## config.mk

```make
export PLATFORM = sky130hd
export DESIGN_NAME = snkt_cell
export DESIGN_NICKNAME = d
export VERILOG_FILES = /design/src/hw/rtl/snkt_pkg.sv /design/src/hw/rtl/snkt_cell.sv
export SDC_FILE = /design/constraint.sdc
export NUM_CORES = 1
export LEC_CHECK = 0
export BUFFER_PORTS_ARGS = -buffer_cell sky130_fd_sc_hd__buf_2
export CORE_AREA = 5 5 146 148
export CTS_BUF_LIST = sky130_fd_sc_hd__clkbuf_8 sky130_fd_sc_hd__clkbuf_16
export CTS_CLUSTER_DIAMETER = 60
export DETAILED_ROUTE_END_ITERATION = 10
export DIE_AREA = 0 0 151 153
export SLEW_MARGIN = 25
export SYNTH_ARGS = -nofsm -noshare
export SYNTH_HDL_FRONTEND = slang
export SYNTH_SLANG_ARGS = --single-unit
```

## constraint.sdc

```tcl
create_clock -name clk -period 3.1 [get_ports clk]
set_input_delay 0.155 -clock clk [delete_from_list [all_inputs] [get_ports clk]]
set_output_delay 0.155 -clock clk [all_outputs]
set_load 0.005 [all_outputs]
```

## src/hw/rtl/snkt_pkg.sv

```systemverilog
package snkt_pkg;

    // field widths fixed by the stream format
    localparam int OPCODE_W = 3;
    localparam int IN_KEY_W = 32;
    localparam int PAGE_W   = 31;
    localparam int SLOT_W   = 16;
    localparam int STATUS_W = 2;
    localparam int OUT_IDX_W = 7;

    localparam int IN_DATA_W  = 88;
    localparam int OUT_DATA_W = 64;

    // opcodes
    localparam logic [OPCODE_W-1:0] OP_LOOKUP = 3'd0;
    localparam logic [OPCODE_W-1:0] OP_ROUTE  = 3'd1;
    localparam logic [OPCODE_W-1:0] OP_INSERT = 3'd2;
    localparam logic [OPCODE_W-1:0] OP_REMOVE = 3'd3;
    localparam logic [OPCODE_W-1:0] OP_FIND   = 3'd4;

    // status codes
    localparam logic [STATUS_W-1:0] ST_DONE   = 2'd0;
    localparam logic [STATUS_W-1:0] ST_ABSENT = 2'd1;
    localparam logic [STATUS_W-1:0] ST_DUP    = 2'd2;
    localparam logic [STATUS_W-1:0] ST_FULL   = 2'd3;

    // compare results latched in each cell
    typedef struct packed {
        logic ge;
        logic gt;
        logic eq;
        logic peq;
    } snkt_flags_t;

    // per-cell load selects for a row update
    typedef struct packed {
        logic load_new;
        logic load_left;
        logic load_right;
    } snkt_ctl_t;

endpackage

```

## src/hw/rtl/snkt_cell.sv

```systemverilog
module snkt_cell import snkt_pkg::*; #(
    parameter int KEY_WIDTH = 32
) (
    input  logic                 clk,
    input  logic                 cmp_en,
    input  logic                 key_signed,
    input  logic [KEY_WIDTH-1:0] target_rank,
    input  logic [PAGE_W-1:0]    target_page,
    output snkt_flags_t          flags,
    input  snkt_ctl_t            ctl,
    input  logic [KEY_WIDTH-1:0] new_key,
    input  logic [PAGE_W-1:0]    new_page,
    input  logic [SLOT_W-1:0]    new_slot,
    input  logic [KEY_WIDTH-1:0] left_key,
    input  logic [PAGE_W-1:0]    left_page,
    input  logic [SLOT_W-1:0]    left_slot,
    input  logic [KEY_WIDTH-1:0] right_key,
    input  logic [PAGE_W-1:0]    right_page,
    input  logic [SLOT_W-1:0]    right_slot,
    output logic [KEY_WIDTH-1:0] key,
    output logic [PAGE_W-1:0]    page,
    output logic [SLOT_W-1:0]    slot
);

    logic [KEY_WIDTH-1:0] key_reg;
    logic [PAGE_W-1:0]    page_reg;
    logic [SLOT_W-1:0]    slot_reg;
    snkt_flags_t          flags_reg;
    logic [KEY_WIDTH-1:0] own_rank;
    snkt_flags_t          flags_next;

    // flip the sign bit when keys are signed, so signed order becomes unsigned order
    assign own_rank = key_reg ^ {key_signed, {(KEY_WIDTH-1){1'b0}}};

    always_comb
    begin
        flags_next.ge  = own_rank >= target_rank;
        flags_next.gt  = own_rank > target_rank;
        flags_next.eq  = own_rank == target_rank;
        flags_next.peq = page_reg == target_page;
    end

    always_ff @(posedge clk)
    begin
        if (cmp_en)
        begin
            flags_reg <= flags_next;
        end
        if (ctl.load_new)
        begin
            key_reg  <= new_key;
            page_reg <= new_page;
            slot_reg <= new_slot;
        end
        else if (ctl.load_left)
        begin
            key_reg  <= left_key;
            page_reg <= left_page;
            slot_reg <= left_slot;
        end
        else if (ctl.load_right)
        begin
            key_reg  <= right_key;
            page_reg <= right_page;
            slot_reg <= right_slot;
        end
    end

    assign flags = flags_reg;
    assign key   = key_reg;
    assign page  = page_reg;
    assign slot  = slot_reg;

endmodule

```

==> flow_summary.rst <==
.. list-table::
   :header-rows: 1

   * - Metric
     - Value
   * - Overall global routing resource usage
     - 15.8%
   * - Yosys synthesis warning count
     - 0
   * - Port-buffer cells
     - 388
   * - Total of hold buffers inserted after clock tree synthesis
     - 0
   * - Critical path data required time
     - 3.16 ns
   * - Detail-routed via count per cell
     - 4.34
   * - Final worst path period need
     - 2.27 ns
   * - TritonCTS sink count
     - 83
   * - Total routed wirelength
     - 18900 µm
   * - Via Count
     - 5012
   * - Xor/xnor cell area share of the yosys netlist
     - 5.29%
   * - Number of enable flip-flop cells after synthesis
     - 83
   * - Worst reg2reg path depth
     - 4
   * - Vertical extent of the die
     - 153 µm
   * - Final TNS setup
     - 0 ns
   * - Top delay family on crit path
     - simple AND/OR/NAND/NOR gates
   * - Level count of the clock H-tree
     - 3
   * - Count of final hold-check violations
     - 0
   * - Main combinational cell family by area after synthesis
     - multiplexers
   * - Terminus of the critical flop-to-flop path
     - flags[0]
   * - Sequential cell area fraction in the yosys report
     - 47.1%
   * - Peak Freq
     - 441 MHz
   * - Setup crit start kind
     - register
   * - Global-route wire length before repair
     - 27700 µm
   * - Max incr delay on CP
     - 0.57 ns
   * - Synth Area in Simple Gates
     - 10.1%
   * - Site Rows
     - 52
   * - Most used flip-flop cell after synthesis
     - sky130_fd_sc_hd__edfxtp_1
   * - Starting DRT DRC Count
     - 204
   * - Proportion of register bits with asynchronous set or reset after synthesis
     - 0%
   * - Hold endpoint
     - page[2]
   * - Fraction of final layout cells sized beyond drive strength 1
     - 47.4%
   * - Compound-Gate Fraction of Synth Area
     - 10.7%
   * - Pin count of the biggest net entering global routing
     - 83
   * - Category of the worst setup path capture point
     - register
   * - CP arrival
     - 2.33 ns
   * - Post-detail-place hpwl
     - 16300 µm
   * - Number of antenna violations at the first check in global routing
     - 0
   * - Number of register bits inferred by synthesis
     - 83
   * - Actual slew at the worst max-slew pin
     - 0.678 ns
   * - Starting density of the core
     - 26.6%
   * - Finish-stage setup viols
     - 0
   * - Worst clock skew on the final layout
     - 0.00536 ns
   * - First drt pass iteration count
     - 4
   * - Diodes inserted
     - 0
   * - Final Cycle Share
     - 73.1%
   * - Post-synthesis instance area
     - 0.00530 mm²
   * - Cell-by-cell listing of the critical path
     - xor2_1 -> nor4_1 -> nand4_1 -> nor4_1
   * - RSZ-0062 raised after global routing
     - no
   * - Count of buffering cells on the critical path with inverters included
     - 0
   * - Final worst-path setup slack
     - 0.833 ns
   * - Core region area
     - 0.0199 mm²
   * - Cells taking the most area after synthesis
     - sky130_fd_sc_hd__edfxtp_1, sky130_fd_sc_hd__mux2i_1, sky130_fd_sc_hd__ha_1, sky130_fd_sc_hd__o21ai_0, sky130_fd_sc_hd__nand2_1
   * - Most prevalent standard cell on the critical path
     - sky130_fd_sc_hd__nor4_1
   * - Filler-free cell count of the finished design
     - 1156
   * - Count of filler cells inserted in the layout
     - 2037
   * - Fraction of synthesized cell area taken by the top area cell type
     - 47.1%
   * - Largest fanout of any net on the critical path
     - 2
   * - Die area
     - 0.0231 mm²
   * - Post-Place Cells
     - 1141
   * - Relative slew slack
     - 54.8%
   * - Power per cell area
     - 431 mW/mm²
   * - Count of distinct cell types in the synthesized netlist
     - 36
   * - Clock tree from TritonCTS
     - done
   * - Flip-flop count of the largest register, all copies and words added
     - 32
   * - Post-route DRC violation count
     - 0
   * - Remaining antenna violation count
     - 0
   * - Resize count post-CTS
     - 0
   * - Class of the most critical setup path
     - reg -> reg
   * - Number of global-route vias before repair
     - 5179
   * - Clock insertion delay at the later pin of the skew report
     - 0.34 ns
   * - Origin of the worst min-delay path
     - new_page[2]
   * - Reg-to-reg critical path startpoint
     - page[30]
   * - Die span in x
     - 151 µm
   * - Synthesized Nets
     - 841
   * - Top-count cell post-synth
     - sky130_fd_sc_hd__nand2_1
   * - Post-CTS setup buffers
     - 0
   * - Proportion of synthesized area in mux cells
     - 14.9%
   * - Slew Viols, Final
     - 0
   * - Worst reg2reg setup slack
     - 0.83 ns
   * - Root buffer cell
     - sky130_fd_sc_hd__clkbuf_16
   * - Max-cap violations
     - 0
   * - Layout Nets
     - 1220
   * - Type of the worst min-delay path
     - in -> reg
   * - Avg Inst Size Synth
     - 10.5 µm²
   * - Worst path slowest cell
     - sky130_fd_sc_hd__nor4_1
   * - Deepest clock path buffer count
     - 2
   * - Outcome
     - completed
   * - Setup slack after placement
     - 0.728 ns
   * - Leak
     - 4.01 nW
   * - Number of instances in the synthesized netlist
     - 503
   * - Area after DPL
     - 0.00754 mm²
   * - Hold slack
     - 0.0917 ns
   * - Global route overflow
     - 0
   * - RD Place Congestion
     - 0.857
   * - Detail-routed net length per standard cell
     - 16.4 µm
   * - Ports placed on the boundary
     - 389
   * - CTS buffer count
     - 9
   * - Layout overhead on the synthesized area
     - 48.3%
   * - Hold Crit Depth
     - 3
   * - Clock slew at reported path FFs
     - 0.07 ns
   * - Peak supply drop
     - 0.000220 V
   * - Area of all placed cells without fillers
     - 0.00785 mm²
   * - Adder and majority cell fraction of the synthesized area
     - 7.56%
   * - Cell type with the largest total area after synthesis
     - sky130_fd_sc_hd__edfxtp_1
   * - Synth cell count leaders
     - sky130_fd_sc_hd__nand2_1, sky130_fd_sc_hd__edfxtp_1, sky130_fd_sc_hd__o21ai_0, sky130_fd_sc_hd__mux2i_1
==> power by group <==
group	leakage [nW]	internal, W	switching [W]
logic	2.98	0.000407	0.000387
clock network	0.156	0.000697	0.000436
registers	0.877	0.00139	0.0000701
total	4.01	0.00249	0.000893
==> final cells by class <==
| cell class | count | area [µm²] | area share, % |
|---|---|---|---|
| multi-input cells | 362 | 2580 | 32.8 |
| well taps | 270 | 338 | 4.30 |
| clock buffers | 9 | 225 | 2.87 |
| flip-flops and latches | 83 | 2490 | 31.7 |
| clock inverters | 6 | 82.6 | 1.05 |
| inverters | 32 | 120 | 1.53 |
| repair buffers | 394 | 2020 | 25.7 |
==> cells in the final DEF, fill, tap and decap left out, drive strengths merged, types with 3 or more instances in the layout <==
master,instances
nand3,4
buf,394
nand2,85
mux2i,79
nand4,9
clkbuf,9
xnor2,11
a21oi,14
nor4,6
clkinv,3
xor2,21
inv,33
ha,32
edfxtp,83
o21ai,81
and4,3
==> how the worst max path moves through the flow <==
stage | slack [ns] | start | depth (start not counted) | to
6_report | 0.83 | page[30] | 4 | flags[0]
5_1_grt | 0.67 | page[30] | 4 | flags[0]
4_1_cts | 0.71 | page[30] | 4 | flags[0]
3_5_place_dp | 0.73 | page[30] | 4 | flags[0]
3_3_place_gp | 0.84 | page[30] | 4 | flags[0]
2_1_floorplan | 0.34 | ctl[1] | 3 | key[0]
==> logic make-up (layout without fill, tap and decap cells) <==
logic type	Yosys count	after routing
AOI/OAI and AO/OA	104	104
xor gates and xnor gates	32	32
DFF	83	83
adders and majority gates	32	32
buffers and inverters	58	441
and+or+nand+nor	115	115
muxes	79	79
==> tightest hold or removal path, delay by kind of cell <==
| family | cells | cell delay, ns |
|---|---|---|
| buf+inv | 1 | 0.08 |
| simple gates | 1 | 0.04 |
| compound gates | 1 | 0.05 |
==> layer usage <==
layer	share of wire, %	up-vias	track usage (%)
met5	0	-	0
met4	2.0	0	5.35
met3	8.5	23	3.88
met2	49	235	27.2
met1	40	2182	19.1
li1	-	2572	-
==> through the flow <==
step	total power (W)	util, %
after floorplan	0.00183	-
after global placement	0.00228	37.9
after detailed placement	0.00229	37.9
after CTS	0.00345	39.4
after global routing	0.00360	39.4
final	0.00339	39.4
(Power assumes the default switching activity.)
