**src/hw/rtl/snkt_pkg.sv**
```systemverilog
package snkt_pkg;

    // field widths fixed by the stream format
    localparam int OPCODE_W = 3;
    localparam int IN_KEY_W = 32;
    localparam int PAGE_W   = 31;
    localparam int SLOT_W   = 16;
    localparam int STATUS_W = 2;
    localparam int OUT_IDX_W = 7;

    localparam int IN_DATA_W  = 88;
    localparam int OUT_DATA_W = 64;

    // opcodes
    localparam logic [OPCODE_W-1:0] OP_LOOKUP = 3'd0;
    localparam logic [OPCODE_W-1:0] OP_ROUTE  = 3'd1;
    localparam logic [OPCODE_W-1:0] OP_INSERT = 3'd2;
    localparam logic [OPCODE_W-1:0] OP_REMOVE = 3'd3;
    localparam logic [OPCODE_W-1:0] OP_FIND   = 3'd4;

    // status codes
    localparam logic [STATUS_W-1:0] ST_DONE   = 2'd0;
    localparam logic [STATUS_W-1:0] ST_ABSENT = 2'd1;
    localparam logic [STATUS_W-1:0] ST_DUP    = 2'd2;
    localparam logic [STATUS_W-1:0] ST_FULL   = 2'd3;

    // compare results latched in each cell
    typedef struct packed {
        logic ge;
        logic gt;
        logic eq;
        logic peq;
    } snkt_flags_t;

    // per-cell load selects for a row update
    typedef struct packed {
        logic load_new;
        logic load_left;
        logic load_right;
    } snkt_ctl_t;

endpackage

```
**src/hw/rtl/snkt_first.sv**
```systemverilog
module snkt_first import snkt_pkg::*; #(
    parameter int N = 64
) (
    input  logic [N-1:0] req,
    output logic [N-1:0] first,
    output logic [N-1:0] upto,
    output logic         found
);

    logic [N-1:0] req_m1;

    assign req_m1 = req - {{(N-1){1'b0}}, 1'b1};
    // lowest set bit
    assign first  = req & ~req_m1;
    // set from the lowest set bit upward
    assign upto   = ~(req_m1 & ~req);
    assign found  = |req;

endmodule

```
**config.mk**
```make
export PLATFORM = sky130hd
export DESIGN_NAME = snkt_first
export DESIGN_NICKNAME = d
export VERILOG_FILES = /design/src/hw/rtl/snkt_pkg.sv /design/src/hw/rtl/snkt_first.sv
export SDC_FILE = /design/constraint.sdc
export NUM_CORES = 1
export LEC_CHECK = 0
export BUFFER_PORTS_ARGS = -buffer_cell sky130_fd_sc_hd__buf_2
export CAP_MARGIN = 10
export CORE_AREA = 2 2 76 78
export DETAILED_ROUTE_END_ITERATION = 12
export DIE_AREA = 0 0 78 80
export GPL_TIMING_DRIVEN = 1
export PLACE_DENSITY_LB_ADDON = 0.25
export SYNTH_ARGS = -nofsm -noshare
export SYNTH_HDL_FRONTEND = slang
export SYNTH_SLANG_ARGS = --single-unit
export TNS_END_PERCENT = 30
```
**constraint.sdc**
```tcl
create_clock -name vclk -period 4.1
set_input_delay 1.23 -clock vclk [all_inputs]
set_output_delay 1.23 -clock vclk [all_outputs]
set_load 0.03 [all_outputs]
```
==> results of run 1 <==
synthesized netlist by cell type (all sizes together), types with 8 or more instances:
cell and count:
and2 15, and3 20, and4 13, inv 23, nand2 28, nand3 13
nand4 8, nor2 33, nor3 17, nor4 27, or3 11, or4 8
layout make-up:
class,instances,area share
inverters,23,0.0259
multi-input cells,212,0.450
well taps,72,0.0249
repair buffers,270,0.499
metrics by stage:
| stage | hold slack, ns | worst slack (ns) | utilization | instances |
|---|---|---|---|---|
| detailed placement | 2.77 | -0.316 | 0.582 | 571 |
| global placement | 2.77 | -0.260 | 0.582 | 571 |
| global route | 2.79 | -0.180 | 0.671 | 577 |
| finish | 2.78 | -0.0962 | 0.671 | 577 |
| floorplan | 2.51 | -0.147 | - | 245 |
| CTS | 2.77 | -0.105 | 0.641 | 576 |
power by group through the flow:
stage / Combinational (µW) / Sequential [µW] / Clock (µW)
2_1_floorplan: 41.9 / 0 / 0
3_3_place_gp: 133 / 0 / 0
3_5_place_dp: 136 / 0 / 0
4_1_cts: 144 / 0 / 0
5_1_grt: 160 / 0 / 0
6_report: 149 / 0 / 0
critical path, delay by kind of cell:
| kind | cells | cell delay, ns |
|---|---|---|
| AND/OR/NAND/NOR | 4 | 1.28 |
| buffers and inverters | 4 | 0.46 |
kinds of logic (layout without fill, tap and decap cells):
kind of cell,Yosys count,in the layout,share of synthesized area
buf+inv,33,293,0.0958
simple gates,212,212,0.904
worst paths after layout:
path	start	slack, ns	endpoint	cells past startpoint
worst max-delay path	req[5]	-0.1	upto[44]	8
worst min-delay path	req[0]	2.78	first[0]	2
routing by layer:
layer	up-vias	global-route usage	routed length [µm]
met3	16	0.0396	684
met2	158	0.503	4600
li1	1425	-	-
met1	1353	0.280	3220
met4	0	0.0474	146
met5	-	0	0
what timing repair did:
action,in CTS,in global routing
buffers inserted,3,1
cloned,2,0
pin swaps,10,7
endpoints found under the setup margin,59,71
resized for setup,80,41
==> key figures, run 1 <==
Finish
  – Area grow syn2layout: 152%
  – N_diodes: 0
  – CLK BUF: 0
  – Seq Cell Count: 0
  – FF/Latch Area: 0 µm²
  – Final-stage net count: 571
  – Post-route cell area: 0.00362 mm²
  – Commonest non-fill, non-tap cells in the layout: 142 x buf_2, 85 x buf_4, 37 x buf_6
  – Fillers: 452
  – Share of layout cells above drive strength 1: 0.657
  – Area of the multi-input gates: 0.00163 mm²
  – Commonest non-fill, non-tap cell in the layout: buf_2

Synthesis
  – Gate Count Post-Synth: 245
  – Post-Syn Area per Cell: 5.86 µm²
  – Total nets after synthesis: 309
  – Ys Warns: 0
  – Mapped cell area: 0.00144 mm²
  – Area contributors post-synth: nor4_1 9.1%, and3_1 8.7%, nor2_1 8.6%
  – Sequential share of the synthesized area: 0
  – Post-synth cell types: 30
  – Leading area contributor after synthesis: nor4_1
  – Area share of the largest cell type after synthesis: 0.0915

STA
  – Setup TNS: -1.30 ns
  – Fin crit period: 4.20 ns
  – Final Cycle Share: 1.02
  – Fin worst setup slack: -0.0962 ns
  – Worst Tran Pin Value: 0.538 ns
  – Final setup fails: 33
  – Fin. max-slew vios: 0
  – Max frequency: 238 MHz
  – Final-report hold violation count: 0
  – Max_slew headroom: 0.636
  – RSZ-0062 raised after global routing: true

Pwr
  – Comb pwr share: 1.000
  – Switching Fraction: 0.563
  – Clock power share: 0
  – Psw: 84.0 µW
  – P_int: 65.2 µW
  – PD cells: 41.2 mW/mm²
  – Pleak: 0.00177 µW
  – Sequential Power Share: 0
  – Max VDD drop: 0.0543 mV
  – Design Power: 149 µW

Die
  – Starting Density: 0.266
  – Standard-cell row count: 27
  – Core ar.: 0.00541 mm²
  – Io pins: 193
  – Die Area: 0.00624 mm²
  – Die height: 80 µm
  – Die width: 78 µm

Min path
  – Worst Hold Class: input pin to primary output

Route
  – Routed vias: 2952
  – # DRC: 0
  – Drt pass-1 iters: 4
  – Vias/cell: 5.12
  – Initial DRC Count: 86
  – Antenna viol nets, final: 0
  – WL/cell: 15.0 µm
  – Drt total wl: 8650 µm

Placement
  – Hpwl dp: 6900 µm
  – Cell Area, Placed: 0.00315 mm²
  – Final RePlAce weighted congestion: 0.851
  – Port Buffers: 193

Critical path
  – Crit Path Class: input pin to primary output
  – Cell Chain, Critical Path: buf_2, nor4_4, and4_4, inv_4, nor3_4, inv_2, or4_4, buf_2
  – Crit path DAT: 2.97 ns
  – Worst Setup End Kind: primary output
  – Most Frequent Cell on Critical Path: buf_2
  – Slowest cell on crit path: or4_4
  – Startpoint Class: input pin
  – Worst EP required: 2.87 ns
  – CP max stage delay: 0.41 ns
  – CP max FO: 4

Global route
  – Maximum number of pins on one net before global-route repair: 23
  – Tot GR Track Use: 0.252
  – Global-route wire length before repair: 13200 µm
  – Total grt overflow: 0
  – Vias in the first global route: 2896
  – Initial antenna violation count: 0

Clocking
  – Hold-fix buffers, CTS: 0

Status
  – Outcome: finished with violations
  – Failing checks: negative setup slack

Flow run
  – Max Cap Viol: 0
Power figures use the tool's default switching activity.
==> run 2: changes to the inputs <==
--- a/config.mk
+++ b/config.mk
@@ -12,6 +12,7 @@
 export DIE_AREA = 0 0 78 80
 export GPL_TIMING_DRIVEN = 1
 export PLACE_DENSITY_LB_ADDON = 0.25
+export SKIP_LAST_GASP = 1
 export SYNTH_ARGS = -nofsm -noshare
 export SYNTH_HDL_FRONTEND = slang
 export SYNTH_SLANG_ARGS = --single-unit
==> run 2 against run 1 <==
Effect of this change:
- the run still ends with negative setup slack left
- worst setup slack got worse by 0.045 ns
- total power increased by 3.2%
- critical endpoint unchanged
- fmax decreased by 1.1%
- die area unchanged
- clock-buffer cell count unchanged
- critical path type unchanged
- sequential cell count unchanged
- combinational power increased by 3%
- routed wire length increased by 3.3%
- critical path depth unchanged
- hold slack about the same
- largest power group unchanged
==> key figures, run 2 (synthesized netlist as in run 1, its figures left out) <==
STA
  – Final Cycle Share: 1.03 (+0.0110)
  – Worst Tran Pin Value: 0.618 ns (+0.0805 ns)
  – Max_slew headroom: 0.582 (-0.0545)
  – Fin worst setup slack: -0.141 ns (-0.0452 ns)
  – Final-report hold violation count: 0 (unchanged)
  – RSZ-0062 raised after global routing: true
  – Fin. max-slew vios: 0 (unchanged)
  – Fin crit period: 4.24 ns (+0.0452 ns)
  – Final setup fails: 55 (+67%)
  – Max frequency: 236 MHz (-1.1%)

Finish
  – Commonest non-fill, non-tap cells in the layout: 152 x buf_2, 82 x buf_4, 37 x buf_6
  – Share of layout cells above drive strength 1: 0.654 (-0.00373)
  – Seq Cell Count: 0 (unchanged)
  – FF/Latch Area: 0 µm² (unchanged)
  – Area grow syn2layout: 160%
  – Final-stage net count: 580 (+1.6%)
  – CLK BUF: 0 (unchanged)
  – Fillers: 445 (-1.5%)
  – N_diodes: 0 (unchanged)
  – Commonest non-fill, non-tap cell in the layout: buf_2
  – Non-filler cells in the finished layout: 586 (+1.6%)

Placement
  – Final RePlAce weighted congestion: 0.851 (unchanged)
  – Dpl cells: 571 (unchanged)
  – Hpwl dp: 6900 µm (unchanged)
  – Port Buffers: 193 (unchanged)
  – Place WS: -0.316 ns (unchanged)

Pwr
  – PD cells: 41.2 mW/mm² (+0.12%)
  – Pleak: 0.00188 µW (+6.2%)
  – Max VDD drop: 0.0576 mV (+6.1%)

Critical path
  – Crit path DAT: 3.01 ns (+0.04 ns)
  – Worst EP required: 2.87 ns (about the same)
  – CP max FO: 4 (unchanged)
  – Crit Path Class: input pin to primary output
  – Worst Setup End Kind: primary output
  – Startpoint Class: input pin

Min path
  – Worst Hold Class: input pin to primary output

Route
  – # DRC: 0 (unchanged)
  – Drt pass-1 iters: 4 (unchanged)
  – Antenna viol nets, final: 0 (unchanged)
  – Initial DRC Count: 110 (+28%)
  – Vias/cell: 5.19 (+1.4%)
  – WL/cell: 15.2 µm (+1.7%)
  – Drt total wl: 8930 µm (+3.3%)
  – Routed vias: 3040 (+3.0%)

Flow run
  – Max Cap Viol: 0 (unchanged)

Die
  – Starting Density: 0.266 (unchanged)
  – Io pins: 193 (unchanged)
  – Standard-cell row count: 27 (unchanged)
  – Die height: 80 µm (unchanged)
  – Die width: 78 µm (unchanged)
  – Die Area: 0.00624 mm² (unchanged)
  – Core ar.: 0.00541 mm² (unchanged)

Status
  – Outcome: finished with violations
  – Failing checks: negative setup slack

Global route
  – Vias in the first global route: 2819 (-2.7%)
  – Total grt overflow: 0 (unchanged)
  – Tot GR Track Use: 0.245 (-0.00665)
  – Initial antenna violation count: 0 (unchanged)
  – Maximum number of pins on one net before global-route repair: 23 (unchanged)
  – Global-route wire length before repair: 12900 µm (-2.8%)
[run 2: cell type report]
class	count	area, µm²	share of cell area
inverters	23	93.8	0.0251
repair buffers	279	1920	0.515
well taps	72	90.1	0.0241
multi-input cells	212	1630	0.436
[run 2: metal layers]
layer | vias to the layer above | track usage | share of wire
li1 | 1444 | - | -
met2 | 180 | 0.490 | 0.54
met5 | - | 0 | 0
met4 | 0 | 0.0368 | 0.023
met1 | 1395 | 0.278 | 0.35
met3 | 21 | 0.0351 | 0.086
[run 2: final timing paths]
path / start / to / cells after the start
setup / recovery: req[7] / upto[44] / 8
hold / removal: req[0] / first[0] / 2
[run 2: worst max-delay path: stages]
cell and delay [ns]:
buf_2 0.12, nor4_4 0.36, and4_4 0.32, inv_4 0.05
nor3_4 0.23, inv_2 0.11, or4_4 0.43, buf_6 0.15
[run 2: stage by stage]
step	hold slack [ns]	cell area (µm²)	setup TNS [ns]	utilization	power (µW)
5_1_grt	2.79	3740	-8.91	0.691	165
3_5_place_dp	2.77	3150	-6.75	0.582	136
4_1_cts	2.77	3350	-3.05	0.619	142
6_report	2.78	3740	-3.87	0.691	154
2_1_floorplan	2.51	1610	-2.38	-	41.9
3_3_place_gp	2.77	3150	-5.32	0.582	133
[run 2: power by group]
group / internal [µW] / leakage, µW / switching [µW]
Sequential: 0 / 0 / 0
Clock: 0 / 0 / 0
Combinational: 68.8 / 0.00188 / 85.1
[run 2: timing repair]
action | CTS | global route
cloned | 2 | 2
pin swaps | 5 | 18
hold buffers | 0 | 0
hold endpoints to repair | 0 | 0
setup buffers | 3 | 8
endpoints found under the setup margin | 59 | 76
gates resized for setup | 43 | 85
==> run 3: changes to the inputs <==
--- a/config.mk
+++ b/config.mk
@@ -7,11 +7,11 @@
 export LEC_CHECK = 0
 export BUFFER_PORTS_ARGS = -buffer_cell sky130_fd_sc_hd__buf_2
 export CAP_MARGIN = 10
-export CORE_AREA = 2 2 76 78
+export CORE_AREA = 2 2 75 77
 export DETAILED_ROUTE_END_ITERATION = 12
-export DIE_AREA = 0 0 78 80
+export DIE_AREA = 0 0 77 79
 export GPL_TIMING_DRIVEN = 1
-export PLACE_DENSITY_LB_ADDON = 0.25
+export PLACE_DENSITY = 0.72
 export SKIP_LAST_GASP = 1
 export SYNTH_ARGS = -nofsm -noshare
 export SYNTH_HDL_FRONTEND = slang
==> constraint.sdc (replaced) <==
create_clock -name vclk -period 5.1
set_input_delay 1.53 -clock vclk [all_inputs]
set_output_delay 1.53 -clock vclk [all_outputs]
set_load 0.03 [all_outputs]
==> run 3 against run 2 <==
Effect of this change:
- the run now ends clean
- critical path depth shrank 2
- sequential share of layout area is the same
- non-clock buffer count is 71 lower
- sequential cell count unchanged
- final area shrank 31%
==> key figures, run 3 (synthesized netlist as in run 1, its figures left out) <==
Pwr
  – PD cells: 32.9 mW/mm² (-20%)
  – P_int: 32.3 µW (-53%)
  – Clock power share: 0 (unchanged)
  – Max VDD drop: 0.0285 mV (-51%)
  – Pleak: 0.00129 µW (-31%)
  – Switching Fraction: 0.619 (+0.0662)
  – Sequential Power Share: 0 (unchanged)
  – Psw: 52.5 µW (-38%)
  – Comb pwr share: 1.000 (about the same)

STA
  – Fin crit period: 5.01 ns
  – Max frequency: 200 MHz
  – Setup TNS: 0 ns (+3.87 ns)
  – Final-report hold violation count: 0 (unchanged)
  – Final setup fails: 0 (-100%)
  – Fin Hold WS: 3.38 ns (+0.603 ns)
  – Max_slew headroom: 0.628 (+0.0459)
  – RSZ-0062 raised after global routing: true
  – Fin. max-slew vios: 0 (unchanged)
  – Worst Tran Pin Value: 0.551 ns (-0.0679 ns)
  – Final Cycle Share: 0.982

Route
  – Drt pass-1 iters: 4 (unchanged)
  – Initial DRC Count: 103 (-6.4%)
  – # DRC: 0 (unchanged)
  – Routed vias: 2668 (-12%)
  – WL/cell: 13.4 µm (-12%)
  – Antenna viol nets, final: 0 (unchanged)
  – Drt total wl: 6910 µm (-23%)
  – Vias/cell: 5.18 (-0.14%)

Die
  – Standard-cell row count: 27 (unchanged)
  – Die Area: 0.00608 mm² (-2.5%)
  – Core ar.: 0.00534 mm² (-1.2%)
  – Die width: 77 µm (-1.3%)
  – Starting Density: 0.269 (+0.00336)
  – Io pins: 193 (unchanged)
  – Die height: 79 µm (-1.3%)

Clocking
  – Post-CTS Setup Bufs: 0 (-3)
  – Hold-fix buffers, CTS: 0 (unchanged)

Critical path
  – Cell Chain, Critical Path: buf_2, or4_1, nor4_4, and4_1, and4_1, buf_2
  – Worst EP required: 3.57 ns (+0.70 ns)
  – Startpoint Class: input pin
  – CP bufs+invs: 2 (-2)
  – CP max stage delay: 0.62 ns (+0.19 ns)
  – Worst Setup End Kind: primary output
  – Slowest cell on crit path: or4_1
  – Top delay family on crit path: simple AND/OR/NAND/NOR gates
  – CP max FO: 12 (+8)
  – Crit path depth: 6 (-2)
  – Crit Path Class: input pin to primary output
  – Crit path DAT: 3.48 ns (+0.47 ns)

Min path
  – Sink of the worst hold path: upto[0]
  – Hold path cells: 2 (unchanged)
  – Worst Hold Class: input pin to primary output
  – Worst hold start: req[0]

Global route
  – Total grt overflow: 0 (unchanged)
  – Maximum number of pins on one net before global-route repair: 23 (unchanged)
  – Initial antenna violation count: 0 (unchanged)
  – Global-route wire length before repair: 11000 µm (-14%)
  – Vias in the first global route: 2348 (-17%)
  – Tot GR Track Use: 0.211 (-0.0347)

Finish
  – Final-stage net count: 509 (-12%)
  – Fillers: 585 (+31%)
  – Post-route cell area: 0.00257 mm² (-31%)
  – Seq Cell Count: 0 (unchanged)
  – Area grow syn2layout: 79.3%
  – N_diodes: 0 (unchanged)
  – CLK BUF: 0 (unchanged)
  – Commonest non-fill, non-tap cell in the layout: buf_2
  – Share of layout cells above drive strength 1: 0.517 (-0.137)
  – Area of the multi-input gates: 0.00132 mm² (-19%)
  – FF/Latch Area: 0 µm² (unchanged)
  – Commonest non-fill, non-tap cells in the layout: 193 x buf_2, 33 x nor2_1, 27 x nand2_1
  – Final core occ: 0.482 (-0.209)

Status
  – Outcome: complete, no violations

Flow run
  – Max Cap Viol: 0 (unchanged)

Placement
  – Final RePlAce weighted congestion: 0.847 (-0.48%)
  – Cell Area, Placed: 0.00257 mm² (-18%)
  – Hpwl dp: 5970 µm (-13%)
  – Port Buffers: 193 (unchanged)
[run 3: changes by cell type in the layout (fill, tap and decap cells not counted), sizes merged]
| cell | delta |
|---|---|
| clkbuf | -4 |
| buf | -67 |
[run 3: timing repair]
item / CTS / global route
hold endpoints to repair: 0 / 0
endpoints found under the setup margin: 0 / 7
gates resized for setup: 0 / 1
[run 3: through the flow]
step,total power [µW],std cells,worst slack (ns)
2_1_floorplan,30.3,245,-0.124
3_3_place_gp,82.2,515,0.113
3_5_place_dp,83.4,515,0.0990
4_1_cts,83.7,515,0.0915
5_1_grt,93.4,515,-0.0266
6_report,84.8,515,0.0932
[run 3: layout make-up]
cell class	instances	share of cell area
multi-input cells	212	0.513
repair buffers	208	0.419
well taps	72	0.0350
inverters	23	0.0335
[run 3: worst max-delay path by stage]
| stage | startpoint | end |
|---|---|---|
| after CTS | req[40] | first[58] |
| after global routing | req[2] | first[61] |
| after floorplan | req[2] | first[46] |
| final | req[40] | first[58] |
| after detailed placement | req[40] | first[58] |
| after global placement | req[2] | first[26] |
[run 3: power groups by stage]
stage	clock network (µW)	registers [µW]	logic, µW
after floorplan	0	0	30.3
after global routing	0	0	93.4
after CTS	0	0	83.7
after detailed placement	0	0	83.4
after global placement	0	0	82.2
final	0	0	84.8
[run 3: per-layer routing]
metal | up-vias | part of all wire | routed length [µm] | track usage
met5 | - | 0 | 0 | 0
met4 | 0 | 0.0077 | 53 | 0.0107
met3 | 6 | 0.085 | 587 | 0.0239
met2 | 151 | 0.52 | 3630 | 0.426
met1 | 1204 | 0.38 | 2640 | 0.247
li1 | 1307 | - | - | -
